[src/rtl/isort_pkg.sv]
// Shared types and constants for the insertion sort engine.
// No dependencies; imported by every module of the block.
package isort_pkg;

    // One input item as it travels from the front stage through the queue
    typedef struct packed {
        logic signed [31:0] value;
        logic               last;
    } t_item;

    // Queue between the front and back parts
    localparam int QUEUE_DEPTH = 4;
    localparam int QPTR_W      = $clog2(QUEUE_DEPTH);

endpackage

[src/rtl/isort_front.sv]
// Front stage of the insertion sort engine: input register and push into the queue.
// Depends on isort_pkg (t_item).
module isort_front import isort_pkg::*; (
    input  logic               i_clk,
    input  logic               i_rst_n,
    input  logic               i_valid,
    output logic               o_ready,
    input  logic signed [31:0] i_value,
    input  logic               i_last_in,
    input  logic               i_full,
    output logic               o_push,
    output t_item              o_item
);

    logic  r_vld;
    t_item r_item;

    // Push the held item whenever the queue has room
    assign o_push  = r_vld && !i_full;
    assign o_ready = !r_vld || !i_full;
    assign o_item  = r_item;

    // Hold one item; refill in the cycle it leaves
    always_ff @(posedge i_clk) begin
        if (!i_rst_n) begin
            r_vld <= 1'b0;
        end else if (i_valid && o_ready) begin
            r_vld <= 1'b1;
        end else if (o_push) begin
            r_vld <= 1'b0;
        end
    end

    // Capture the incoming item and its last flag
    always_ff @(posedge i_clk) begin
        if (i_valid && o_ready) begin
            r_item.value <= i_value;
            r_item.last  <= i_last_in;
        end
    end

endmodule

[src/rtl/isort_queue.sv]
// Short FIFO of items between the front and back parts of the sort engine.
// Depends on isort_pkg (t_item, QUEUE_DEPTH, QPTR_W).
module isort_queue import isort_pkg::*; (
    input  logic  i_clk,
    input  logic  i_rst_n,
    input  logic  i_push,
    input  t_item i_item,
    output logic  o_full,
    input  logic  i_pop,
    output logic  o_empty,
    output t_item o_item
);

    t_item            r_mem [QUEUE_DEPTH];
    logic [QPTR_W:0]  r_wr_ptr;
    logic [QPTR_W:0]  r_rd_ptr;

    // Compare wrap bits to tell full from empty
    assign o_empty = (r_wr_ptr == r_rd_ptr);
    assign o_full  = (r_wr_ptr[QPTR_W] != r_rd_ptr[QPTR_W]) &&
                     (r_wr_ptr[QPTR_W-1:0] == r_rd_ptr[QPTR_W-1:0]);
    assign o_item  = r_mem[r_rd_ptr[QPTR_W-1:0]];

    // Advance pointers
    always_ff @(posedge i_clk) begin
        if (!i_rst_n) begin
            r_wr_ptr <= '0;
            r_rd_ptr <= '0;
        end else begin
            if (i_push && !o_full) begin
                r_wr_ptr <= r_wr_ptr + 1'b1;
            end
            if (i_pop && !o_empty) begin
                r_rd_ptr <= r_rd_ptr + 1'b1;
            end
        end
    end

    // Store pushed item
    always_ff @(posedge i_clk) begin
        if (i_push && !o_full) begin
            r_mem[r_wr_ptr[QPTR_W-1:0]] <= i_item;
        end
    end

endmodule

[src/rtl/isort_back.sv]
// Back part of the sort engine: row of compare-and-shift cells, drain sequencer
// and output register. Depends on isort_pkg (t_item).
module isort_back import isort_pkg::*; #(
    parameter int MAX_ITEMS = 16
) (
    input  logic               i_clk,
    input  logic               i_rst_n,
    input  logic               i_empty,
    input  t_item              i_item,
    output logic               o_pop,
    output logic               o_valid,
    input  logic               i_ready,
    output logic signed [31:0] o_sorted_value,
    output logic               o_last_out,
    output logic               o_dropped
);

    localparam int   FILL_W  = $clog2(MAX_ITEMS + 1);
    localparam logic ST_INS  = 1'b0;
    localparam logic ST_EMIT = 1'b1;

    logic                r_state;
    logic [FILL_W-1:0]   r_fill;
    logic                r_ovf;
    logic signed [31:0]  r_cell [MAX_ITEMS];
    logic signed [31:0]  n_cell [MAX_ITEMS];
    logic [MAX_ITEMS-1:0] w_gt;
    logic                w_full;
    logic                w_ins;
    logic                w_ld;
    logic                r_ovld;
    logic signed [31:0]  r_oval;
    logic                r_olast;
    logic                r_odrop;

    assign w_full = (r_fill == FILL_W'(MAX_ITEMS));
    assign o_pop  = (r_state == ST_INS) && !i_empty;
    assign w_ins  = o_pop && !w_full;
    assign w_ld   = (r_state == ST_EMIT) && (!r_ovld || i_ready);

    assign o_valid        = r_ovld;
    assign o_sorted_value = r_oval;
    assign o_last_out     = r_olast;
    assign o_dropped      = r_odrop;

    // Mark cells that sit after the new value; empty cells count as after
    always_comb begin
        for (int i = 0; i < MAX_ITEMS; i++) begin
            w_gt[i] = (FILL_W'(i) < r_fill) ? (i_item.value < r_cell[i]) : 1'b1;
        end
    end

    // Insert by shifting up, or drain by shifting down toward cell zero
    always_comb begin
        if (w_ld) begin
            for (int i = 0; i < MAX_ITEMS - 1; i++) begin
                n_cell[i] = r_cell[i+1];
            end
            n_cell[MAX_ITEMS-1] = r_cell[MAX_ITEMS-1];
        end else begin
            n_cell[0] = w_gt[0] ? i_item.value : r_cell[0];
            for (int i = 1; i < MAX_ITEMS; i++) begin
                if (!w_gt[i]) begin
                    n_cell[i] = r_cell[i];
                end else if (!w_gt[i-1]) begin
                    n_cell[i] = i_item.value;
                end else begin
                    n_cell[i] = r_cell[i-1];
                end
            end
        end
    end

    // Update cells
    always_ff @(posedge i_clk) begin
        if (w_ins || w_ld) begin
            r_cell <= n_cell;
        end
    end

    // Sequence insertion and drain
    always_ff @(posedge i_clk) begin
        if (!i_rst_n) begin
            r_state <= ST_INS;
            r_fill  <= '0;
            r_ovf   <= 1'b0;
        end else begin
            unique case (r_state)
                ST_INS: begin
                    if (o_pop) begin
                        if (w_full) begin
                            r_ovf <= 1'b1;
                        end else begin
                            r_fill <= r_fill + 1'b1;
                        end
                        if (i_item.last) begin
                            r_state <= ST_EMIT;
                        end
                    end
                end
                ST_EMIT: begin
                    if (w_ld) begin
                        r_fill <= r_fill - 1'b1;
                        if (r_fill == FILL_W'(1)) begin
                            r_state <= ST_INS;
                            r_ovf   <= 1'b0;
                        end
                    end
                end
                default: r_state <= ST_INS;
            endcase
        end
    end

    // Fill the output register on a load, empty it when the item is taken
    always_ff @(posedge i_clk) begin
        if (!i_rst_n) begin
            r_ovld <= 1'b0;
        end else if (w_ld) begin
            r_ovld <= 1'b1;
        end else if (i_ready) begin
            r_ovld <= 1'b0;
        end
    end

    // Load the output register from the lowest cell
    always_ff @(posedge i_clk) begin
        if (w_ld) begin
            r_oval  <= r_cell[0];
            r_olast <= (r_fill == FILL_W'(1));
            r_odrop <= r_ovf;
        end
    end

    a_fill_bound: assert property (@(posedge i_clk) disable iff (!i_rst_n)
        r_fill <= FILL_W'(MAX_ITEMS))
        else $error("fill count beyond capacity");

    a_emit_nonempty: assert property (@(posedge i_clk) disable iff (!i_rst_n)
        (r_state == ST_EMIT) |-> (r_fill != '0))
        else $error("drain with empty store");

    a_batch_close: assert property (@(posedge i_clk) disable iff (!i_rst_n)
        (w_ld && r_fill == FILL_W'(1)) |=> (r_state == ST_INS && r_fill == '0 && !r_ovf))
        else $error("batch not cleared after final result");

    a_last_flag: assert property (@(posedge i_clk) disable iff (!i_rst_n)
        w_ld |=> (o_last_out == (r_state == ST_INS)))
        else $error("final flag does not match end of drain");

endmodule

[src/rtl/insertion_sort_engine.sv]
// Top level of the insertion sort engine: front stage, item queue and cell row.
// Depends on isort_pkg, isort_front, isort_queue and isort_back.
//
//  channel | valid   | ready   | payload
//  --------+---------+---------+-----------------------------------------
//  input   | i_valid | o_ready | i_value, i_last_in
//  output  | o_valid | i_ready | o_sorted_value, o_last_out, o_dropped
//
// Each value is inserted by the compare-and-shift cell row; an accepted value
// passes through the front register and the queue before it reaches the row.
// After the last item of a batch, the row drains one result a cycle while the output is ready,
// N results in all (N = stored values, at most MAX_ITEMS); no new item is inserted meanwhile.
// Reset clears pointers, fill count and flags; the cell contents need no clearing.
// Input stalls only when the four-entry queue and front register are full;
// an output stall holds the drain.
module insertion_sort_engine import isort_pkg::*; #(
    parameter int MAX_ITEMS = 16
) (
    input  logic               i_clk,
    input  logic               i_rst_n,
    input  logic               i_valid,
    output logic               o_ready,
    input  logic signed [31:0] i_value,
    input  logic               i_last_in,
    output logic               o_valid,
    input  logic               i_ready,
    output logic signed [31:0] o_sorted_value,
    output logic               o_last_out,
    output logic               o_dropped
);

    logic  w_push;
    logic  w_full;
    logic  w_pop;
    logic  w_empty;
    t_item w_front_item;
    t_item w_queue_item;

    isort_front u_front (
        .i_clk     (i_clk),
        .i_rst_n   (i_rst_n),
        .i_valid   (i_valid),
        .o_ready   (o_ready),
        .i_value   (i_value),
        .i_last_in (i_last_in),
        .i_full    (w_full),
        .o_push    (w_push),
        .o_item    (w_front_item)
    );

    isort_queue u_queue (
        .i_clk   (i_clk),
        .i_rst_n (i_rst_n),
        .i_push  (w_push),
        .i_item  (w_front_item),
        .o_full  (w_full),
        .i_pop   (w_pop),
        .o_empty (w_empty),
        .o_item  (w_queue_item)
    );

    isort_back #(
        .MAX_ITEMS (MAX_ITEMS)
    ) u_back (
        .i_clk          (i_clk),
        .i_rst_n        (i_rst_n),
        .i_empty        (w_empty),
        .i_item         (w_queue_item),
        .o_pop          (w_pop),
        .o_valid        (o_valid),
        .i_ready        (i_ready),
        .o_sorted_value (o_sorted_value),
        .o_last_out     (o_last_out),
        .o_dropped      (o_dropped)
    );

endmodule
[config.mk]
export PLATFORM = sky130hd
export DESIGN_NAME = insertion_sort_engine
export DESIGN_NICKNAME = d
export VERILOG_FILES = /design/src/rtl/isort_pkg.sv /design/src/rtl/isort_front.sv /design/src/rtl/isort_queue.sv /design/src/rtl/isort_back.sv /design/src/rtl/insertion_sort_engine.sv
export SDC_FILE = /design/constraint.sdc
export NUM_CORES = 2
export LEC_CHECK = 0
export ABC_CLOCK_PERIOD_IN_PS = 12000
export BUFFER_PORTS_ARGS = -buffer_cell sky130_fd_sc_hd__buf_2
export CORE_AREA = 3 3 400 402
export CTS_BUF_LIST = sky130_fd_sc_hd__clkbuf_8
export DETAILED_ROUTE_END_ITERATION = 8
export DIE_AREA = 0 0 403 405
export PLACE_DENSITY_LB_ADDON = 0.2
export SLEW_MARGIN = 20
export SYNTH_ARGS = -nofsm -noshare
export SYNTH_HDL_FRONTEND = slang
export SYNTH_SLANG_ARGS = --single-unit
[constraint.sdc]
create_clock -name i_clk -period 12 [get_ports i_clk]
set_clock_uncertainty 0.2 [all_clocks]
set_input_delay 1.2 -clock i_clk [delete_from_list [all_inputs] [get_ports i_clk]]
set_output_delay 1.2 -clock i_clk [all_outputs]
set_load 0.01 [all_outputs]
# [Word level (Yosys, flattened, before mapping)]
# Memory sizes are Yosys's and may differ from the RTL's. A register that Yosys moved wholly into a read port is not among the register bits.
# Index checks and enable logic that the tools add are counted.
[word_totals] reg_bits=594 mem_bits_rw=132 in_bits=37 wordCells=198 memories=1
[classes] add_sub_neg=4 n_lt_le_gt_ge=32 eq_ne=10 muxes=70 bitwise_logic=2 n_reduce_logical=51
[mem_list] name="u_queue.r_mem" depth=4 word_bits=33 rd=1 rd_clocked_by_memory_dff=1 write_ports=1 line="isort_queue.sv:14" text="t_item r_mem [QUEUE_DEPTH];"
[ops] op="32-bit 2-to-1 mux" n=31
[ops] op="32-bit less-than comparator" n=16
[ops] op="512-bit 2-to-1 mux" n=1
[ops] op="4-bit by 5-bit less-than comparator with 1-bit output (first input constant)" n=8
[ops] op="2-bit nonzero test" n=17
[ops] op="1-bit 2-to-1 mux" n=30
[ops] op="2-bit AND reduction" n=15
[ops] op="3-bit by 5-bit less-than comparator with 1-bit output (first input constant)" n=4
[ops] op="5-bit 2-to-1 mux" n=3
[ops] op="1-bit by 5-bit less-than comparator with 1-bit output (first input constant)" n=2
[ops] op="2-bit by 5-bit less-than comparator with 1-bit output (first input constant)" n=2
[ops] op="5-bit one-hot mux with 2 select lines" n=1
[ops] op="1-bit logical AND" n=8
[ops] op="3-bit by 1-bit adder with 3-bit output (second input constant)" n=2
[ops] op="2-bit != test (second input constant)" n=3
[ops] op="3-bit AND reduction" n=2
[ops] op="5-bit by 1-bit adder with 5-bit output (second input constant)" n=1
[ops] op="5-bit by 1-bit == test with 1-bit output (second input constant)" n=1
[ops] op="5-bit == test (second input constant)" n=1
[ops] op="1-bit logical NOT" n=5
[ops] op="5-bit by 1-bit subtractor with 5-bit output (second input constant)" n=1
[ops] op="2-bit 2-to-1 mux" n=2
[ops] op="2-bit by 1-bit != test with 1-bit output (second input constant)" n=2
[ops] op="1-bit one-hot mux with 2 select lines" n=2
[ops] op="6 further kinds" n=9

# [Logic depth before layout (Yosys ltp)]
[depth] word_depth=7 depth_mapped=16 ltp_nobuf=10

# [By module]
# A second synthesis with hierarchy kept.
[unflattened] hier_cells=4639 area_unflattened_um2=47287.9
[by_module_without_submodules] module="isort_back" n_inst=1 cells_each=4359 area_each_um2=40919.2 seq_area_each_um2=16555.9
[by_module_without_submodules] module="isort_queue" n_inst=1 cells_each=241 area_each_um2=5327.6 seq_area_each_um2=4124.0
[by_module_without_submodules] module="isort_front" n_inst=1 cells_each=39 area_each_um2=1041.0 seq_area_each_um2=1011.0

# [Worst setup path before layout]
# OpenSTA, ideal clock, no wires.
[synth_timing] path_type="flip-flop to flip-flop" start="register (tool-made name)" end="register u_back.r_cell[416] (netlist bit) (enable)" arrival_ns=6.216 required_ns=11.334 setup_slack_ns=5.118 path_stages_with_launch=14 period_less_slack_ns=6.882 cell_sequence="dfxtp_1 buf_6 clkbuf_1 mux4_2 clkbuf_1 ha_1 a21o_1 a21o_1 a211o_1 o221a_2 o311ai_0 nand2_1 buf_2 o21ai_0"
[synth_lines] element="end signal, assigned" line="isort_back.sv:77" text="r_cell <= n_cell;"
[synth_lines] element="end, declared" line="isort_back.sv:25" text="logic signed [31:0] r_cell [MAX_ITEMS];"

==> impl_metrics.json <==
{
  "cts_resized": 0,
  "setup_violations": 0,
  "synth_area_um2": 46930,
  "dieArea_um2": 163200,
  "grt_overflow": 0,
  "drc": 0,
  "synthXorXnorAreaFrac_pct": 0.2240,
  "grt_usage_pct": 16.42,
  "via_per_inst": 5.214,
  "rsz0062_at_grt": "no",
  "hold_buffers": 0,
  "start_kind": "register",
  "worstSetupPathType": "reg2reg",
  "rows": 145,
  "num_vias": 34740,
  "synth_most_common_cell": "edfxtp_1",
  "grt_max_degree": 195,
  "synthArstFlopShare_pct": 0,
  "fin_nets": 5034,
  "slew_viol_final": 0,
  "finalSetupTns_ps": 0,
  "start_util_pct": 30.01,
  "routed.top_layer": "met4",
  "synth.area.top_cells": "edfxtp_1 45%, ha_1 13%, inv_1 4.3%",
  "synth_cell_types": 79,
  "synth_compound_area_share_pct": 16.78,
  "numCtsBuffers": 143,
  "wl_met1_mm": 61.41,
  "antenna_found_initial": 2,
  "post-cts-setup-buffers": 0,
  "io_buffers": 72,
  "synth_top_family_by_area": "compound AO/OA/AOI/OAI gates",
  "fin_util_pct": 33.54,
  "synth_edf_count": 711,
  "clkSlewWorstSetupHoldPaths_ps": 60,
  "end_kind": "register",
  "syn_inst": 4448,
  "ctsRootBufferMaster": "clkbuf_8",
  "chipWidth_um": 403,
  "grt_pass1_wl_mm": 210.4,
  "yosys.area.top_type_share_pct": 45.50,
  "yosysTopAreaCell": "edfxtp_1",
  "hold_class": "reg2reg",
  "drt_wl_total_mm": 135.6,
  "fmax_ghz": 0.1697,
  "crit_fanout": 33,
  "required_ps": 12270,
  "synthSimpleGateAreaFrac_pct": 10.65,
  "worstMarginPinSlew_ps": 1075,
  "ys_seq_area_share_pct": 46.22,
  "wl_met2_mm": 64.96,
  "htree_num_levels": 4,
  "drv_cap": 0,
  "yosys_most_used_dff": "edfxtp_1",
  "syn_nets": 4990,
  "hpwlAfterDp_mm": 100.4,
  "period_minus_slack_ps": 5891,
  "grt_pass1_vias": 35510,
  "drive_gt1_share_pct": 11.41,
  "synth_mux_area_share_pct": 5.895,
  "drtAntennaViolNets": 0,
  "status": "finished clean",
  "wl_per_cell_um": 20.35,
  "synth_common_cells": "711 x edfxtp_1, 536 x inv_1, 505 x ha_1",
  "clock-sinks": 728,
  "clockBufferDepth": 3,
  "syn_to_final_growth_pct": 11.77,
  "final_hold_viol_count": 0,
  "wl_met3_mm": 5.060,
  "avgSynthCellArea_um2": 10.55,
  "slew-limit-headroom_pct": 27.59,
  "io_pins": 73,
  "critPathArrivalTime_ps": 6160,
  "core_um2": 156400,
  "drtIter0Drc": 2300,
  "tritoncts": "built",
  "gp_congestion": 0.8299,
  "die_h_um": 405,
  "clkLatencyLatePin_ps": 860,
  "ys_ff_latch": 728,
  "ys_warn_count": 0,
  "min_period_over_period_pct": 49.09,
  "yosys.area_share.adder_pct": 13.46,
  "first_pass_iters": 7
}
-- critical path, cell delays in order (launching register included) --
cell and delay (ps):
dfxtp_2 360, buf_4 510, mux4_2 580, buf_4 270, ha_1 350, a21o_1 180, a21oi_1 130, o21ai_0 160
nor3_1 290, o21ai_0 280, a311oi_4 310, buf_4 420, or2_2 180, buf_4 350, a21o_2 750
-- per-layer routing --
metal | vias up | GRT usage (%)
li1 | 16860 | -
met1 | 16890 | 21.32
met4 | 0 | 5.850
met2 | 780 | 28.02
met5 | - | 0
met3 | 210 | 2.142
-- kinds of logic after synthesis --
logic type / Yosys count
xor gates and xnor gates: 12
adders and majority gates: 505
AOI/OAI and AO/OA: 1131
DFF: 728
buffers and inverters: 811
muxes: 231
and+or+nand+nor: 1030
-- layout make-up --
cell class | count | area [µm²]
Clock inverter | 108 | 578.1
Tap cell | 2058 | 2575
Fill cell | 16040 | 103900
Timing Repair Buffer | 174 | 1259
Antenna cell | 4 | 10.01
Sequential cell | 728 | 21690
Clock buffer | 146 | 2009
Multi-Input combinational cell | 2909 | 22310
Inverter | 536 | 2019
-- worst paths after layout --
path / start / to / slack (ps) / cells after the start
worst max-delay path: register / u_back.r_cell[480] / 6110 / 14
worst min register to register: u_back.r_ovf / u_back.o_dropped / 230 / 0
worst min-delay path: u_back.r_ovf / u_back.o_dropped / 230 / 0
worst max register to register: register / u_back.r_cell[480] / 6110 / 14
-- flip-flops by register name (all words and copies together) (netlist names), 3 cells and up, named ones only --
| register | count |
|---|---|
| u_queue.r_mem | 132 |
| u_back.o_sorted_value | 32 |
| u_queue.r_wr_ptr | 3 |
| u_back.r_fill | 5 |
| u_front.o_item | 33 |
| u_queue.r_rd_ptr | 3 |
| u_back.r_cell | 512 |
-- cell usage in the layout, fill, tap and decap left out, drive strengths merged, types with 11 or more instances in the layout --
cell type	instances
o221a	34
nor2b	17
a31oi	47
o21ai	251
edfxtp	711
ha	505
or4	34
o211ai	81
buf	174
nor3	82
dfxtp	17
a221o	34
a21o	130
mux4	33
nor2	213
o2111ai	11
inv	592
a21oi	217
nand2b	14
nor4	74
and2	15
o31ai	65
nand3	96
mux2	33
nand4	79
and4	12
clkinv	45
nand2	340
nand3b	31
o221ai	99
mux2i	165
a22oi	67
clkbuf	146
a211oi	20
o21a	18
-- per-stage QoR --
stage          std cells  hold slack (ps)  setup WS [ps]  area (µm²)
2_1_floorplan       4448            209.1           5118       46930
3_3_place_gp        6399            222.5           5535       49680
3_5_place_dp        6401            220.5           5801       49740
4_1_cts             6655            211.7           5757       52330
5_1_grt             6660            244.2           5691       52440
6_report            6663            234.4           6109       52450
Power is not shown: default switching activity piles up to over one toggle a cycle in this logic, so the estimate is an artifact.
